`config.mk`:
```
export PLATFORM = sky130hd
export DESIGN_NAME = sss2_row
export DESIGN_NICKNAME = d
export VERILOG_FILES = /design/src/design/sss2_row.sv
export SDC_FILE = /design/constraint.sdc
export NUM_CORES = 2
export LEC_CHECK = 0
export BUFFER_PORTS_ARGS = -buffer_cell sky130_fd_sc_hd__buf_2
export CORE_MARGIN = 5
export CORE_UTILIZATION = 40
export DETAILED_ROUTE_END_ITERATION = 16
export PLACE_DENSITY_LB_ADDON = 0.2
export RECOVER_POWER = 50
export SLEW_MARGIN = 10
export SYNTH_ARGS = -nofsm -noshare
export SYNTH_HDL_FRONTEND = slang
export SYNTH_SLANG_ARGS = --single-unit
```
`constraint.sdc`:
```
create_clock -name vclk -period 14.9
set_input_delay 2.98 -clock vclk [all_inputs]
set_output_delay 2.98 -clock vclk [all_outputs]
set_load 0.01 [all_outputs]
```
`src/design/sss2_row.sv`:
```
// sss2_row: one row of the state-space step, k0*x0 + k1*x1 + k2*u
// rounds half up to the sample format and clamps to the signed sample range
// no dependencies
module sss2_row #(
    parameter int COEF_WIDTH   = 16,
    parameter int SAMPLE_WIDTH = 16
) (
    input  logic signed [COEF_WIDTH-1:0]   k0,
    input  logic signed [COEF_WIDTH-1:0]   k1,
    input  logic signed [COEF_WIDTH-1:0]   k2,
    input  logic signed [SAMPLE_WIDTH-1:0] x0,
    input  logic signed [SAMPLE_WIDTH-1:0] x1,
    input  logic signed [SAMPLE_WIDTH-1:0] u,
    output logic signed [SAMPLE_WIDTH-1:0] result,
    output logic                           clamped
);

    localparam int PROD_W = COEF_WIDTH + SAMPLE_WIDTH;
    localparam int SUM_W  = PROD_W + 2;
    localparam int FRAC   = COEF_WIDTH - 4;
    localparam int RES_W  = SUM_W - FRAC;

    localparam logic signed [SUM_W-1:0] HALF_LSB = SUM_W'(1) << (FRAC - 1);
    localparam logic signed [RES_W-1:0] MAX_VAL =
        RES_W'({1'b0, {(SAMPLE_WIDTH-1){1'b1}}});
    localparam logic signed [RES_W-1:0] MIN_VAL = -MAX_VAL - RES_W'(1);

    logic signed [PROD_W-1:0] p0;
    logic signed [PROD_W-1:0] p1;
    logic signed [PROD_W-1:0] p2;
    logic signed [SUM_W-1:0]  sum;
    logic signed [RES_W-1:0]  scaled;

    assign p0     = PROD_W'(k0) * PROD_W'(x0);
    assign p1     = PROD_W'(k1) * PROD_W'(x1);
    assign p2     = PROD_W'(k2) * PROD_W'(u);
    assign sum    = SUM_W'(p0) + SUM_W'(p1) + SUM_W'(p2) + HALF_LSB;
    assign scaled = $signed(sum[SUM_W-1:FRAC]);

    always_comb
    begin
        clamped = 1'b0;
        result  = scaled[SAMPLE_WIDTH-1:0];
        if (scaled > MAX_VAL)
        begin
            clamped = 1'b1;
            result  = MAX_VAL[SAMPLE_WIDTH-1:0];
        end
        else if (scaled < MIN_VAL)
        begin
            clamped = 1'b1;
            result  = MIN_VAL[SAMPLE_WIDTH-1:0];
        end
    end

endmodule

```
Yosys cells after proc, flatten, opt, wreduce, memory -nomap -nowiden
Index checks and enable logic that the tools add are counted.
{"block": "totals", "ram_bits": 0, "romBits": 0, "wordCells": 12, "input_bits": 96, "reg_bits": 0, "memories": 0, "latch_bits": 0, "out_inout_bits": 17}
{"block": "classes", "n_reduce_logical": 0, "magnitude_cmp": 2, "n_mul": 3, "n_eq_ne": 0, "bitwise": 0, "add_sub_neg": 3, "n_shift": 0, "n_mux": 4, "n_div": 0}
{"operator": "$mul A16 B16 Y32", "count": 3}
{"operator": "$add A33 B32 Y34", "count": 1}
{"operator": "$add A34 B13 Y34 const B", "count": 1}
{"operator": "$add A32 B32 Y33", "count": 1}
{"operator": "$mux W16", "count": 2}
{"operator": "$gt A22 B16 Y1 const B", "count": 1}
{"operator": "$lt A22 B16 Y1 const B", "count": 1}
{"operator": "$mux W1", "count": 2}

Logic depth before layout (Yosys ltp)
{"block": "depth", "word_depth": 7, "depth_mapped": 30, "mapped_depth_nobuf": 29}

Worst setup path before layout
No wires, ideal clock.
{"block": "synth_timing", "path_kind": "input to output", "from": "input k2[15]", "to": "output result[0]", "setup_slack_ps": 1135, "cell_stages": 28, "t_arrival_ps": 10785, "path_cell_list": "clkbuf_1 -> nand2_1 -> inv_1 -> fa_1 -> inv_1 -> fa_1 -> fa_1 -> inv_1 -> fa_1 -> inv_1 -> fa_1 -> inv_1 -> fa_1 -> fa_1 -> fa_1 -> inv_1 -> fa_1 -> inv_1 -> ha_1 -> buf_4 -> nand4_2 -> or3_1 -> a211oi_2 -> or4_4 -> nand3_1 -> nor4_4 -> a21oi_2 -> o21ai_1"}
{"block": "synth_between", "elab_chain_len": 6, "word_cells_on_any_way": 7, "classes_between": "add/sub: 2; mul: 1; order compare: 2; mux: 2"}
{"item": "start: declaration", "line_no": "10", "source": "input logic signed [COEF_WIDTH-1:0] k2,"}
{"item": "$mul A16 B16 Y32 *", "line_no": "36", "source": "assign p2 = PROD_W'(k2) * PROD_W'(u);"}
{"item": "$add A33 B32 Y34 *", "line_no": "37", "source": "assign sum = SUM_W'(p0) + SUM_W'(p1) + SUM_W'(p2) + HALF_LSB;"}
{"item": "$add A34 B13 Y34 *", "line_no": "37"}
{"item": "$lt A22 B16 Y1", "line_no": "49", "source": "else if (scaled < MIN_VAL)"}
{"item": "$mux W16", "line_no": "49"}
{"item": "$mux W16 *", "line_no": "44", "source": "if (scaled > MAX_VAL)"}
{"item": "end: declaration", "line_no": "14", "source": "output logic signed [SAMPLE_WIDTH-1:0] result,"}
Every way passes the cells marked *; elsewhere a longest branch is shown, timed or not.

Worst setup path after layout
{"block": "layout_timing", "from": "input u[0]", "to": "output clamped"}
{"block": "layout_between", "elab_chain_len": 6, "word_cells_on_any_way": 7, "classes_between": "add/sub: 2; mul: 1; order compare: 2; mux: 2"}
{"item": "start: declaration", "line_no": "13", "source": "input logic signed [SAMPLE_WIDTH-1:0] u,"}
{"item": "$mul A16 B16 Y32 *", "line_no": "36"}
{"item": "$add A33 B32 Y34 *", "line_no": "37"}
{"item": "$add A34 B13 Y34 *", "line_no": "37"}
{"item": "$lt A22 B16 Y1", "line_no": "49"}
{"item": "$mux W1", "line_no": "49"}
{"item": "$mux W1 *", "line_no": "44"}
{"item": "end: declaration", "line_no": "15", "source": "output logic clamped"}
Marked as above.

==> flow_metrics.py <==
metrics = {
    "routing": {
        "ant_nets": 0,
        "drt-wirelength-per-cell_um": 18.1,
        "drt_iter0_markers": 941,
        "via_count": 20200,
        "drcViolationCount": 0,
        "vias_per_cell": 4.62,
        "drtPass1Iterations": 5,
        "wl_um": 79200,
    },
    "synth": {
        "syn-cell-area_um2": 30900,
        "ys_seq_area_share_pct": 0,
        "syn_nets": 4519,
        "yosysUniqueCellTypes": 57,
        "synth.avg_cell_area_um2": 9.39,
        "synth_warnings": 0,
        "syn_inst": 3296,
    },
    "layout": {
        "regArea_um2": 0,
        "design.seq.count": 0,
        "drive_gt1_share_pct": 4.84,
        "area_growth_pct": 5.27,
        "filler_cell_count": 7825,
        "clkbuf_count": 0,
        "num-nets-final": 4550,
    },
    "worst_setup_path": {
        "crit_top_cell": "fa_1",
        "required_ns": 11.92,
        "crit_fanout": 16,
        "critical_path_buf_inv_count": 8,
        "cp_top_family": "adder cells",
        "path_class": "input port to output port",
        "cpPeakStageDelay_ns": 0.59,
        "startpoint_type": "input port",
        "crit_cells": 27,
        "cp_slowest_cell": "fa_1",
        "endpoint_kind": "output port",
        "arrival_ns": 11.45,
        "crit_start": "u[0]",
    },
    "die": {
        "start_util_pct": 40.1,
        "core_area_um2": 77100,
        "dieWidth_um": 288,
        "die_h_um": 288,
        "rows": 102,
        "die_area_um2": 83000,
        "ios": 113,
    },
    "global_route": {
        "grt_remaining_overflow": 0,
        "track_usage_pct": 20.0,
        "grt_max_degree": 18,
        "antenna_found_initial": 8,
        "grt_pass1_wl_um": 130000,
        "grt_pass1_vias": 22300,
    },
    "timing": {
        "slew_headroom_pct": 54.4,
        "tns_ns": 0,
        "worst_pin_slew_ns": 0.682,
        "hold_viol": 0,
        "setup_viol": 0,
        "slew_viol_final": 0,
        "rsz0062_at_grt": "no",
        "finalCritPeriodShare_pct": 96.9,
        "finalCriticalPeriod_ns": 14.43,
        "fmax_mhz": 69.3,
    },
    "placed_design": {
        "place.gp.congestion": 0.909,
        "dp_hpwl_um": 73900,
        "buffer_ports.inserted": 113,
    },
    "run_status": {
        "outcome": "completed",
    },
    "worst_hold_path": {
        "min_path_cells": 9,
        "min_path_type": "input port to output port",
        "hp-start": "k0[0]",
    },
    "job": {
        "drv_cap": 0,
    },
}
-- timing repair --
action | 4_1_cts | 5_1_grt
resized for setup | 0 | 1
setup endpoints to repair | 0 | 16
buffers inserted | 0 | 2
hold buffers | 0 | 0
-- synthesized netlist by cell type (6+ instances only) --
cell / n / area [µm²]
a21o_1: 12 / 90.1
a21oi_1: 26 / 130
a21oi_2: 6 / 52.6
and2_1: 351 / 2200
clkbuf_1: 97 / 364
fa_1: 932 / 18700
ha_1: 195 / 2440
inv_1: 1051 / 3950
nand2_1: 395 / 1480
nand2b_1: 16 / 100
nand3_1: 8 / 40.0
nand4_1: 7 / 43.8
nor2_1: 33 / 124
nor2b_1: 20 / 125
o21a_1: 8 / 60.1
o21ai_0: 16 / 80.1
o21ai_1: 18 / 90.1
xnor2_1: 28 / 245
xor2_1: 9 / 78.8
-- layout by cell type (no fill, tap or decap), drive strengths merged, types with 29 or more instances in the layout --
cell	synthesis	final
a21oi	32	32
and2	352	352
buf	9	133
fa	932	932
ha	195	195
inv	1052	1052
nand2	396	396
nor2	33	33
o21ai	34	34
xnor2	29	29
-- routing by layer --
metal | part of all wire, % | track usage [%] | vias up | routed length (µm)
met5 | 0.049 | 0 | - | 39
met4 | 1.8 | 2.77 | 6 | 1400
met3 | 4.3 | 1.77 | 45 | 3440
met2 | 45 | 31.2 | 358 | 35300
met1 | 49 | 31.2 | 10600 | 39000
li1 | - | - | 9211 | -
-- worst paths after layout --
path and to:
max clamped, min result[0]
-- worst min-delay path: stages --
cell	delay [ns]
buf_2	0.20
nand4_1	0.18
nor3_2	0.08
nor2_1	0.09
o21ai_0	0.09
a21o_1	0.21
xnor2_1	0.15
o21ai_1	0.12
buf_2	0.14
-- metrics by stage --
step                      worst slack, ns  hold slack (ns)  cell area [µm²]  std cells  util (%)
after CTS                           0.186             7.23            32500       4363      42.2
final                               0.468             7.21            32600       4370      42.2
after detailed placement            0.230             7.23            32500       4363      42.2
after global routing               0.0233             7.31            32600       4365      42.2
after floorplan                      1.14             6.60            30900       3296         -
after global placement              0.224             7.20            32500       4363      42.2
-- final cells by class --
type / count / area, µm² / area share (%)
inverter: 1052 / 3950 / 12.1
timing repair buffer: 136 / 736 / 2.26
tap: 1040 / 1300 / 4.00
multi-input combinational: 2137 / 26600 / 81.6
antenna: 5 / 12.5 / 0.0384
-- kinds of logic (layout without fill, tap and decap cells) --
| logic type | after synthesis | in the layout | share of synthesized area, % |
|---|---|---|---|
| AND/OR/NAND/NOR | 851 | 851 | 13.8 |
| multiplexers | 1 | 1 | 0.0364 |
| adder cells (fa/ha/maj) | 1127 | 1127 | 68.2 |
| buffers and inverters | 1159 | 1188 | 14.1 |
| XOR/XNOR | 39 | 39 | 1.15 |
| other | 0 | 5 | 0 |
| AO/OA/AOI/OAI | 119 | 119 | 2.65 |
Power is left out: the tool's default activity adds up to more than one toggle a clock period on the data nets, which glitch-free logic cannot reach.
