## src/design/sss2_pkg.sv

```systemverilog
// sss2_pkg: shared types and constants of the second-order state-space step unit
// register index codes and the sample counter width
// no dependencies
package sss2_pkg;

    localparam int CFG_INDEX_WIDTH = 3;
    localparam int COUNT_WIDTH     = 16;

    typedef enum logic [CFG_INDEX_WIDTH-1:0] {
        IDX_A11    = 3'd0,
        IDX_A12    = 3'd1,
        IDX_A21    = 3'd2,
        IDX_A22    = 3'd3,
        IDX_B_PAIR = 3'd4,
        IDX_C_PAIR = 3'd5,
        IDX_D_GAIN = 3'd6
    } cfg_index_t;

endpackage

```

## src/design/sss2_cfg_regs.sv

```systemverilog
// sss2_cfg_regs: coefficient register file of the state-space step unit
// decodes the write port and splits the packed b and c rows into signed halves
// depends on sss2_pkg
module sss2_cfg_regs #(
    parameter int COEF_WIDTH = 16
) (
    input  logic                                    clk,
    input  logic                                    rst_n,
    input  logic                                    cfg_we,
    input  logic [sss2_pkg::CFG_INDEX_WIDTH-1:0]    cfg_index,
    input  logic [2*COEF_WIDTH-1:0]                 cfg_data,
    output logic signed [COEF_WIDTH-1:0]            a11,
    output logic signed [COEF_WIDTH-1:0]            a12,
    output logic signed [COEF_WIDTH-1:0]            a21,
    output logic signed [COEF_WIDTH-1:0]            a22,
    output logic signed [COEF_WIDTH-1:0]            b1,
    output logic signed [COEF_WIDTH-1:0]            b2,
    output logic signed [COEF_WIDTH-1:0]            c1,
    output logic signed [COEF_WIDTH-1:0]            c2,
    output logic signed [COEF_WIDTH-1:0]            d_gain
);

    logic [COEF_WIDTH-1:0]   a11_reg;
    logic [COEF_WIDTH-1:0]   a12_reg;
    logic [COEF_WIDTH-1:0]   a21_reg;
    logic [COEF_WIDTH-1:0]   a22_reg;
    logic [2*COEF_WIDTH-1:0] b_pair_reg;
    logic [2*COEF_WIDTH-1:0] c_pair_reg;
    logic [COEF_WIDTH-1:0]   d_gain_reg;

    always_ff @(posedge clk or negedge rst_n)
    begin
        if (!rst_n)
        begin
            a11_reg    <= '0;
            a12_reg    <= '0;
            a21_reg    <= '0;
            a22_reg    <= '0;
            b_pair_reg <= '0;
            c_pair_reg <= '0;
            d_gain_reg <= '0;
        end
        else if (cfg_we)
        begin
            case (sss2_pkg::cfg_index_t'(cfg_index))
                sss2_pkg::IDX_A11:    a11_reg    <= cfg_data[COEF_WIDTH-1:0];
                sss2_pkg::IDX_A12:    a12_reg    <= cfg_data[COEF_WIDTH-1:0];
                sss2_pkg::IDX_A21:    a21_reg    <= cfg_data[COEF_WIDTH-1:0];
                sss2_pkg::IDX_A22:    a22_reg    <= cfg_data[COEF_WIDTH-1:0];
                sss2_pkg::IDX_B_PAIR: b_pair_reg <= cfg_data;
                sss2_pkg::IDX_C_PAIR: c_pair_reg <= cfg_data;
                sss2_pkg::IDX_D_GAIN: d_gain_reg <= cfg_data[COEF_WIDTH-1:0];
                default:
                begin
                end
            endcase
        end
    end

    assign a11    = $signed(a11_reg);
    assign a12    = $signed(a12_reg);
    assign a21    = $signed(a21_reg);
    assign a22    = $signed(a22_reg);
    assign b1     = $signed(b_pair_reg[COEF_WIDTH-1:0]);
    assign b2     = $signed(b_pair_reg[2*COEF_WIDTH-1:COEF_WIDTH]);
    assign c1     = $signed(c_pair_reg[COEF_WIDTH-1:0]);
    assign c2     = $signed(c_pair_reg[2*COEF_WIDTH-1:COEF_WIDTH]);
    assign d_gain = $signed(d_gain_reg);

endmodule

```

## config.mk

```make
export PLATFORM = sky130hd
export DESIGN_NAME = sss2_cfg_regs
export DESIGN_NICKNAME = d
export VERILOG_FILES = /design/src/design/sss2_pkg.sv /design/src/design/sss2_cfg_regs.sv
export SDC_FILE = /design/constraint.sdc
export NUM_CORES = 1
export LEC_CHECK = 0
export BUFFER_PORTS_ARGS = -buffer_cell sky130_fd_sc_hd__buf_2
export CORE_MARGIN = 8
export CORE_UTILIZATION = 54
export DETAILED_ROUTE_END_ITERATION = 10
export PLACE_DENSITY_LB_ADDON = 0.3
export SKIP_LAST_GASP = 1
export SYNTH_ARGS = -nofsm -noshare
export SYNTH_HDL_FRONTEND = slang
export SYNTH_SLANG_ARGS = --single-unit
```

## constraint.sdc

```tcl
create_clock -name clk -period 1.7 [get_ports clk]
set_input_delay 0.255 -clock clk [delete_from_list [all_inputs] [get_ports clk]]
set_output_delay 0.255 -clock clk [all_outputs]
set_load 0.02 [all_outputs]
```

Word-level counts from Yosys, hierarchy flattened
Cells that the tools add are included.
{"block": "word_totals", "reg_bits": 144, "output_inout_bits": 144, "in_bits": 38, "word_cells": 21}
{"block": "op_classes", "reduce_logical": 8, "n_eq_ne": 6}
{"cell": "$reduce_and 2->1", "n": 7}
{"cell": "$eq 3x3->1 const B", "n": 3}
{"cell": "$eq 3x2->1 const B", "n": 2}
{"cell": "$eq 3x1->1 const B", "n": 1}
{"cell": "$logic_not 3->1", "n": 1}

Longest topological paths before layout
Gate-level depths: netlist of run 1.
{"block": "logic_depth", "depth_word": 2, "depth_mapped": 5, "depth_no_buf": 2}

Least setup slack after synthesis of run 1
OpenSTA, ideal clock, no wires.
{"block": "synth_timing", "kind": "input-to-reg", "startpoint": "in cfg_index[1] (netlist name)", "endpoint": "reg a11_reg[0], in the netlist a11[0]", "setup_time_ns": 0.125, "setup_slack_ns": 0.217, "stages": 4, "t_required_ns": 1.575, "n_path_buf": 2, "t_arrival_ns": 1.357, "cell_sequence": "buf_4 nor4b_4 buf_6 mux2_4"}
{"block": "synth_between", "elab_chain_cells": 2}
{"item": "start, declared", "line": "sss2_cfg_regs.sv:10", "source": "input logic [sss2_pkg::CFG_INDEX_WIDTH-1:0] cfg_index,"}
{"item": "$logic_not 3->1", "line": "sss2_cfg_regs.sv:45", "source": "case (sss2_pkg::cfg_index_t'(cfg_index))"}
{"item": "$reduce_and 2->1 (no source line)"}
{"item": "end signal, assigned", "line": "sss2_cfg_regs.sv:46", "source": "sss2_pkg::IDX_A11: a11_reg <= cfg_data[COEF_WIDTH-1:0];"}
{"item": "end, declared", "line": "sss2_cfg_regs.sv:23", "source": "logic [COEF_WIDTH-1:0] a11_reg;"}
Every way passes these cells.
A chain may end at the register's enable or synchronous reset.

Worst setup path in the final report of run 1
{"block": "layout_timing", "startpoint": "reg a11_reg[3], in the netlist a11[3]", "endpoint": "out a11[3]"}
{"item": "end, declared", "line": "sss2_cfg_regs.sv:12", "source": "output logic signed [COEF_WIDTH-1:0] a11,"}
No word-level cell between the ends.

==> flow_metrics.py, run 1 <==
metrics = {
    "outcome": {
        "status": "finished, final reports clean",
    },
    "timing": {
        "slew_headroom_pct": 76.8,
        "worstMarginPinSlew_ns": 0.346,
        "setup_tns_ns": 0,
        "setup-violations-final": 0,
        "rsz0062_at_grt": "no",
        "fmax_ghz": 0.743,
        "fin_worst_skew_ns": 0,
        "period_share_pct": 79.2,
        "finalHoldViolCount": 0,
        "period_minus_slack_ns": 1.35,
        "slew_viol_final": 0,
    },
    "cts": {
        "cts_resized": 0,
        "clkTransAtPathRegs_ns": 0.06,
        "cts.sinks": 144,
        "clk_path_buf_depth": 2,
        "clkLatencyLatePin_ns": 0.51,
        "htreeDepth": 4,
        "cts_buffers": 17,
        "cts_tree": "done",
        "clock_tree.root_cell": "clkbuf_8",
    },
    "floorplan": {
        "die-height_um": 117,
        "start_util_pct": 54.4,
        "ios": 182,
        "core_area_um2": 10100,
        "rows": 37,
        "dieWidth_um": 117,
        "die-area_um2": 13700,
    },
    "drt": {
        "drt_first_pass_iters": 4,
        "drc": 0,
        "wirelength_um": 13200,
        "avgRoutedWirePerCell_um": 19.4,
        "ant_nets": 0,
        "drt_iter0_markers": 108,
        "via_per_inst": 5.07,
        "dr_total_vias": 3438,
    },
    "global_route": {
        "grt_max_degree": 58,
        "gr-usage-all-layers_pct": 20.0,
        "antenna_found_initial": 0,
        "grt_overflow": 0,
        "grt_pass1_wl_um": 20400,
        "grt_pass1_vias": 3768,
    },
    "power_and_ir_drop": {
        "p_leak_nw": 3.66,
        "finalPower_mw": 11.3,
        "power_density_nw_per_um2": 1510,
        "ir_worst_vdd_mv": 0.810,
    },
    "worst_setup_path": {
        "crit_chain": "buf_2",
        "slowest_stage": "dfrtp_1",
        "endpoint_kind": "output port",
        "required_ns": 1.44,
        "worstSetupStartpoint": "a11[3]",
        "cp_max_fo": 2,
        "slowest_delay_ns": 0.40,
        "path_buf_inv": 1,
        "critPathArrivalTime_ns": 1.09,
        "startpoint_type": "flip-flop",
        "path_delay_family": "flip-flops",
        "criticalPathCategory": "reg -> out",
        "reg2reg_from": "a11[3]",
    },
    "synthesis": {
        "synthMuxAreaShare_pct": 30.2,
        "yosysUniqueCellTypes": 11,
        "ys_ff_latch": 144,
        "synth_warnings": 0,
        "syn_inst": 313,
        "synthSimpleGateAreaFrac_pct": 1.69,
        "netlist_area_um2": 5490,
        "seq_area_frac_synth_pct": 65.6,
        "synth_top_family_by_area": "multiplexers",
        "synth_compound_area_share_pct": 0,
        "synth_fa_ha_area_share_pct": 0,
        "syn_avg_cell_area_um2": 17.5,
        "syn_nets": 351,
        "synthXorXnorAreaFrac_pct": 0,
    },
    "hold_path": {
        "hold_class": "in -> reg",
        "worstHoldStart": "cfg_data[5]",
    },
    "run": {
        "cap_violations": 0,
    },
    "place": {
        "port_buffers": 181,
        "gp_congestion": 0.748,
        "dpl.hpwl_um": 9390,
    },
    "finish": {
        "syn_to_final_growth_pct": 36.4,
        "nNetsFinal": 566,
        "final_core_util_pct": 74.2,
        "drive_above_1_share_pct": 68.9,
    },
}
[metal layers]
layer / vias to the layer above / track usage (%) / part of all wire [%]
li1: 1549 / - / -
met3: 12 / 7.13 / 8.6
met5: - / 0 / 0
met2: 118 / 32.6 / 50
met4: 0 / 7.94 / 0.99
met1: 1759 / 24.0 / 41
[layout by cell type (no fill, tap or decap)]
cell type | synthesis | layout
clkinv_4 | 0 | 1
bufinv_16 | 0 | 4
clkinv_2 | 0 | 4
dlygate4sd3_1 | 0 | 17
nand4b_2 | 2 | 2
clkinvlp_4 | 0 | 1
dfrtp_1 | 144 | 144
buf_12 | 0 | 7
nor4b_4 | 1 | 1
mux2_2 | 129 | 129
nand4b_1 | 1 | 1
mux2_1 | 5 | 5
buf_2 | 10 | 180
buf_4 | 1 | 9
diode_2 | 0 | 1
nor4bb_4 | 0 | 3
clkbuf_1 | 0 | 1
clkbuf_16 | 0 | 16
buf_6 | 7 | 1
mux2_4 | 10 | 10
clkbuf_8 | 0 | 5
[what timing repair did]
item                                   4_1_cts  5_1_grt
hold buffers                                17        0
endpoints found under the hold margin      176        0
setup buffers                                0        0
[Yosys cell counts]
cell type	n	share of area, %
dfrtp_1	144	66
mux2_2	129	26
buf_2	10	0.91
mux2_4	10	2.7
buf_6	7	1.4
mux2_1	5	1.0
nor4bb_1	3	0.55
nand4b_2	2	0.55
buf_4	1	0.14
nand4b_1	1	0.16
nor4b_4	1	0.43
[path summary, 6_finish.rpt]
check	to	slack [ns]	cells after the start
worst min register to register	b_pair_reg[29]	0.48	1
worst min-delay path	b_pair_reg[5]	0.06	2
worst max register to register	a11[3]	0.90	1
min in group asynchronous	c_pair_reg[9]	0.19	2
max in group asynchronous	c_pair_reg[14]	0.91	3
worst max-delay path	a11[3]	0.35	1
[cells by family (layout without fill, tap and decap cells)]
family,count (synthesis),in the layout
muxes,144,144
buffers and inverters,18,246
DFF,144,144
other,0,1
and+or+nand+nor,7,7
[stage by stage]
stage	worst slack, ns	cells	hold slack (ns)	cell area (µm²)
2_1_floorplan	0.217	313	-0.0406	5490
3_3_place_gp	0.154	628	0.159	6690
4_1_cts	0.336	677	0.0374	7490
6_report	0.354	678	0.0569	7490
5_1_grt	0.313	677	0.0475	7490
3_5_place_dp	0.126	628	0.164	6690
[cell type report]
cell class              instances  area (µm²)
clock inverters                10         156
flip-flops and latches        144        3600
repair buffers                214        1290
diodes                          1        2.50
fillers                       660        2600
multi-input cells             151        1800
clock buffers                  22         473
well taps                     136         170
[report_power, final]
group	internal, mW	switching, mW
clock	2.53	1.35
sequential	4.19	0.390
combinational	1.19	1.69
Note: power is estimated with default switching activity, not from simulation.
==> run 2: changes to the inputs <==
--- a/config.mk
+++ b/config.mk
@@ -7,7 +7,7 @@
 export LEC_CHECK = 0
 export BUFFER_PORTS_ARGS = -buffer_cell sky130_fd_sc_hd__buf_2
 export CORE_MARGIN = 8
-export CORE_UTILIZATION = 54
+export CORE_UTILIZATION = 50
 export DETAILED_ROUTE_END_ITERATION = 10
 export PLACE_DENSITY_LB_ADDON = 0.3
 export SKIP_LAST_GASP = 1
==> constraint.sdc (replaced) <==
create_clock -name clk -period 1.35 [get_ports clk]
set_input_delay 0.2025 -clock clk [delete_from_list [all_inputs] [get_ports clk]]
set_output_delay 0.2025 -clock clk [all_outputs]
set_load 0.02 [all_outputs]
==> run 2 against run 1 <==
Compared with the run above: worst setup slack got worse by 0.29 ns; design area increased by 1.3%; utilization decreased by 3.9 points; first-iteration DRC count increased by 40%; total power increased by 26%; sequential power increased by 26%; flip-flop and latch count unchanged; via count increased by 1.5%; critical path depth unchanged; global-route usage decreased by 0.095 points; die area increased by 6.9%; clock skew unchanged.
==> flow_metrics.py, run 2 (synthesized netlist as in run 1, its figures left out) <==
metrics = {
    "outcome": {
        "status": "finished, final reports clean",
    },
    "drt": {
        "ant_nets": 0,
        "drc": 0,
        "wirelength_um": 14000,
        "dr_total_vias": 3491,
        "drt_first_pass_iters": 4,
        "via_per_inst": 5.10,
        "avgRoutedWirePerCell_um": 20.4,
        "drt_iter0_markers": 151,
    },
    "cts": {
        "cts_resized": 0,
        "cts_tree": "done",
        "clk_path_buf_depth": 2,
        "clkLatencyLatePin_ns": 0.50,
        "postCtsSetupBuffers": 0,
        "clock_tree.root_cell": "clkbuf_8",
        "clkTransAtPathRegs_ns": 0.06,
        "cts.sinks": 144,
        "cts_buffers": 17,
        "cts_hold_buffers": 17,
        "htreeDepth": 4,
    },
    "finish": {
        "final_cell_mix": "buf_2, dfrtp_1, mux2_2, mux2_4, dlygate4sd3_1",
        "nNetsFinal": 569,
        "drive_above_1_share_pct": 69.1,
        "insertedDiodeCount": 0,
        "fillers": 742,
        "syn_to_final_growth_pct": 38.1,
        "layout_commonest_cell": "buf_2",
    },
    "timing": {
        "fmax_ghz": 0.777,
        "slew_viol_final": 0,
        "rsz0062_at_grt": "no",
        "period_minus_slack_ns": 1.29,
        "period_share_pct": 95.4,
        "finalHoldViolCount": 0,
        "worstMarginPinSlew_ns": 0.400,
        "setup-violations-final": 0,
        "fin_worst_skew_ns": 0,
        "fin_hold_ws_ns": 0.0269,
        "slew_headroom_pct": 73.3,
    },
    "floorplan": {
        "die-area_um2": 14600,
        "ios": 182,
        "dieWidth_um": 121,
        "start_util_pct": 50.9,
        "core_area_um2": 10800,
        "die-height_um": 121,
        "rows": 38,
    },
    "worst_setup_path": {
        "path_buf_inv": 1,
        "path_depth": 1,
        "path_delay_family": "flip-flops",
        "criticalPathCategory": "reg -> out",
        "slowest_stage": "dfrtp_1",
        "crit_chain": "buf_2",
        "r2r_cells": 1,
        "critPathArrivalTime_ns": 1.08,
        "cp_max_fo": 2,
        "worstSetupStartpoint": "a12[10]",
        "slowest_delay_ns": 0.41,
        "required_ns": 1.15,
        "reg2reg_from": "a12[6]",
        "endpoint_kind": "output port",
        "startpoint_type": "flip-flop",
    },
    "hold_path": {
        "holdPathStages": 2,
        "worstHoldStart": "cfg_data[9]",
        "hold_class": "in -> reg",
    },
    "global_route": {
        "grt_overflow": 0,
        "grt_max_degree": 40,
        "antenna_found_initial": 0,
        "grt_pass1_wl_um": 22400,
        "gr-usage-all-layers_pct": 20.0,
        "grt_pass1_vias": 3930,
    },
    "place": {
        "dpl.hpwl_um": 9930,
        "gp_congestion": 0.755,
        "port_buffers": 181,
    },
    "power_and_ir_drop": {
        "p_leak_nw": 3.71,
        "ir_worst_vdd_mv": 1.18,
        "finalPower_mw": 14.3,
        "power_density_nw_per_um2": 1890,
    },
    "run": {
        "cap_violations": 0,
    },
}
[run 2: cell types whose count changed in the layout (fill, tap and decap cells not counted), sizes merged]
| cell | before | now |
|---|---|---|
| buf | 197 | 200 |
| clkbuf | 22 | 19 |
| clkinv | 5 | 4 |
| clkinvlp | 1 | 4 |
| diode | 1 | 0 |
| inv | 0 | 1 |
[run 2: per-layer routing]
metal / wire, µm / up-vias / GRT usage, %
met5: 0 / - / 0
met4: 269 / 0 / 7.65
met3: 1130 / 23 / 7.97
met2: 7140 / 119 / 32.1
met1: 5410 / 1795 / 23.7
li1: - / 1554 / -
[run 2: layout make-up]
| type | count | area (µm²) | area share, % |
|---|---|---|---|
| clock buffer | 19 | 432 | 5.69 |
| clock inverter | 13 | 186 | 2.46 |
| multi-input combinational | 151 | 1860 | 24.6 |
| sequential | 144 | 3600 | 47.5 |
| tap | 140 | 175 | 2.31 |
| timing repair buffer | 217 | 1330 | 17.5 |
[run 2: stage by stage]
step           instance area (µm²)  instances  utilization (%)  setup TNS (ns)  setup slack [ns]
2_1_floorplan                 5590        313                -          -0.605           -0.0597
3_3_place_gp                  6800        635             63.0           -7.38            -0.111
3_5_place_dp                  6800        635             63.0          -11.06            -0.154
4_1_cts                       7590        684             70.3               0            0.0366
5_1_grt                       7590        684             70.3               0            0.0246
6_report                      7590        684             70.3               0            0.0625
[run 2: power by group]
part | leakage [nW] | total, mW | switching, mW | internal, mW
clock network | 0.290 | 4.82 | 1.77 | 3.05
logic | 1.69 | 3.72 | 2.15 | 1.57
registers | 1.73 | 5.79 | 0.518 | 5.27
[run 2: worst paths after layout]
kind	endpoint	slack (ns)
min	a12[9]	0.03
max	a12[10]	0.06
max in group asynchronous	d_gain[12]	0.64
max reg2reg	a12[6]	0.54
min reg2reg	b_pair_reg[28]	0.49
min in group asynchronous	a22[8]	0.17
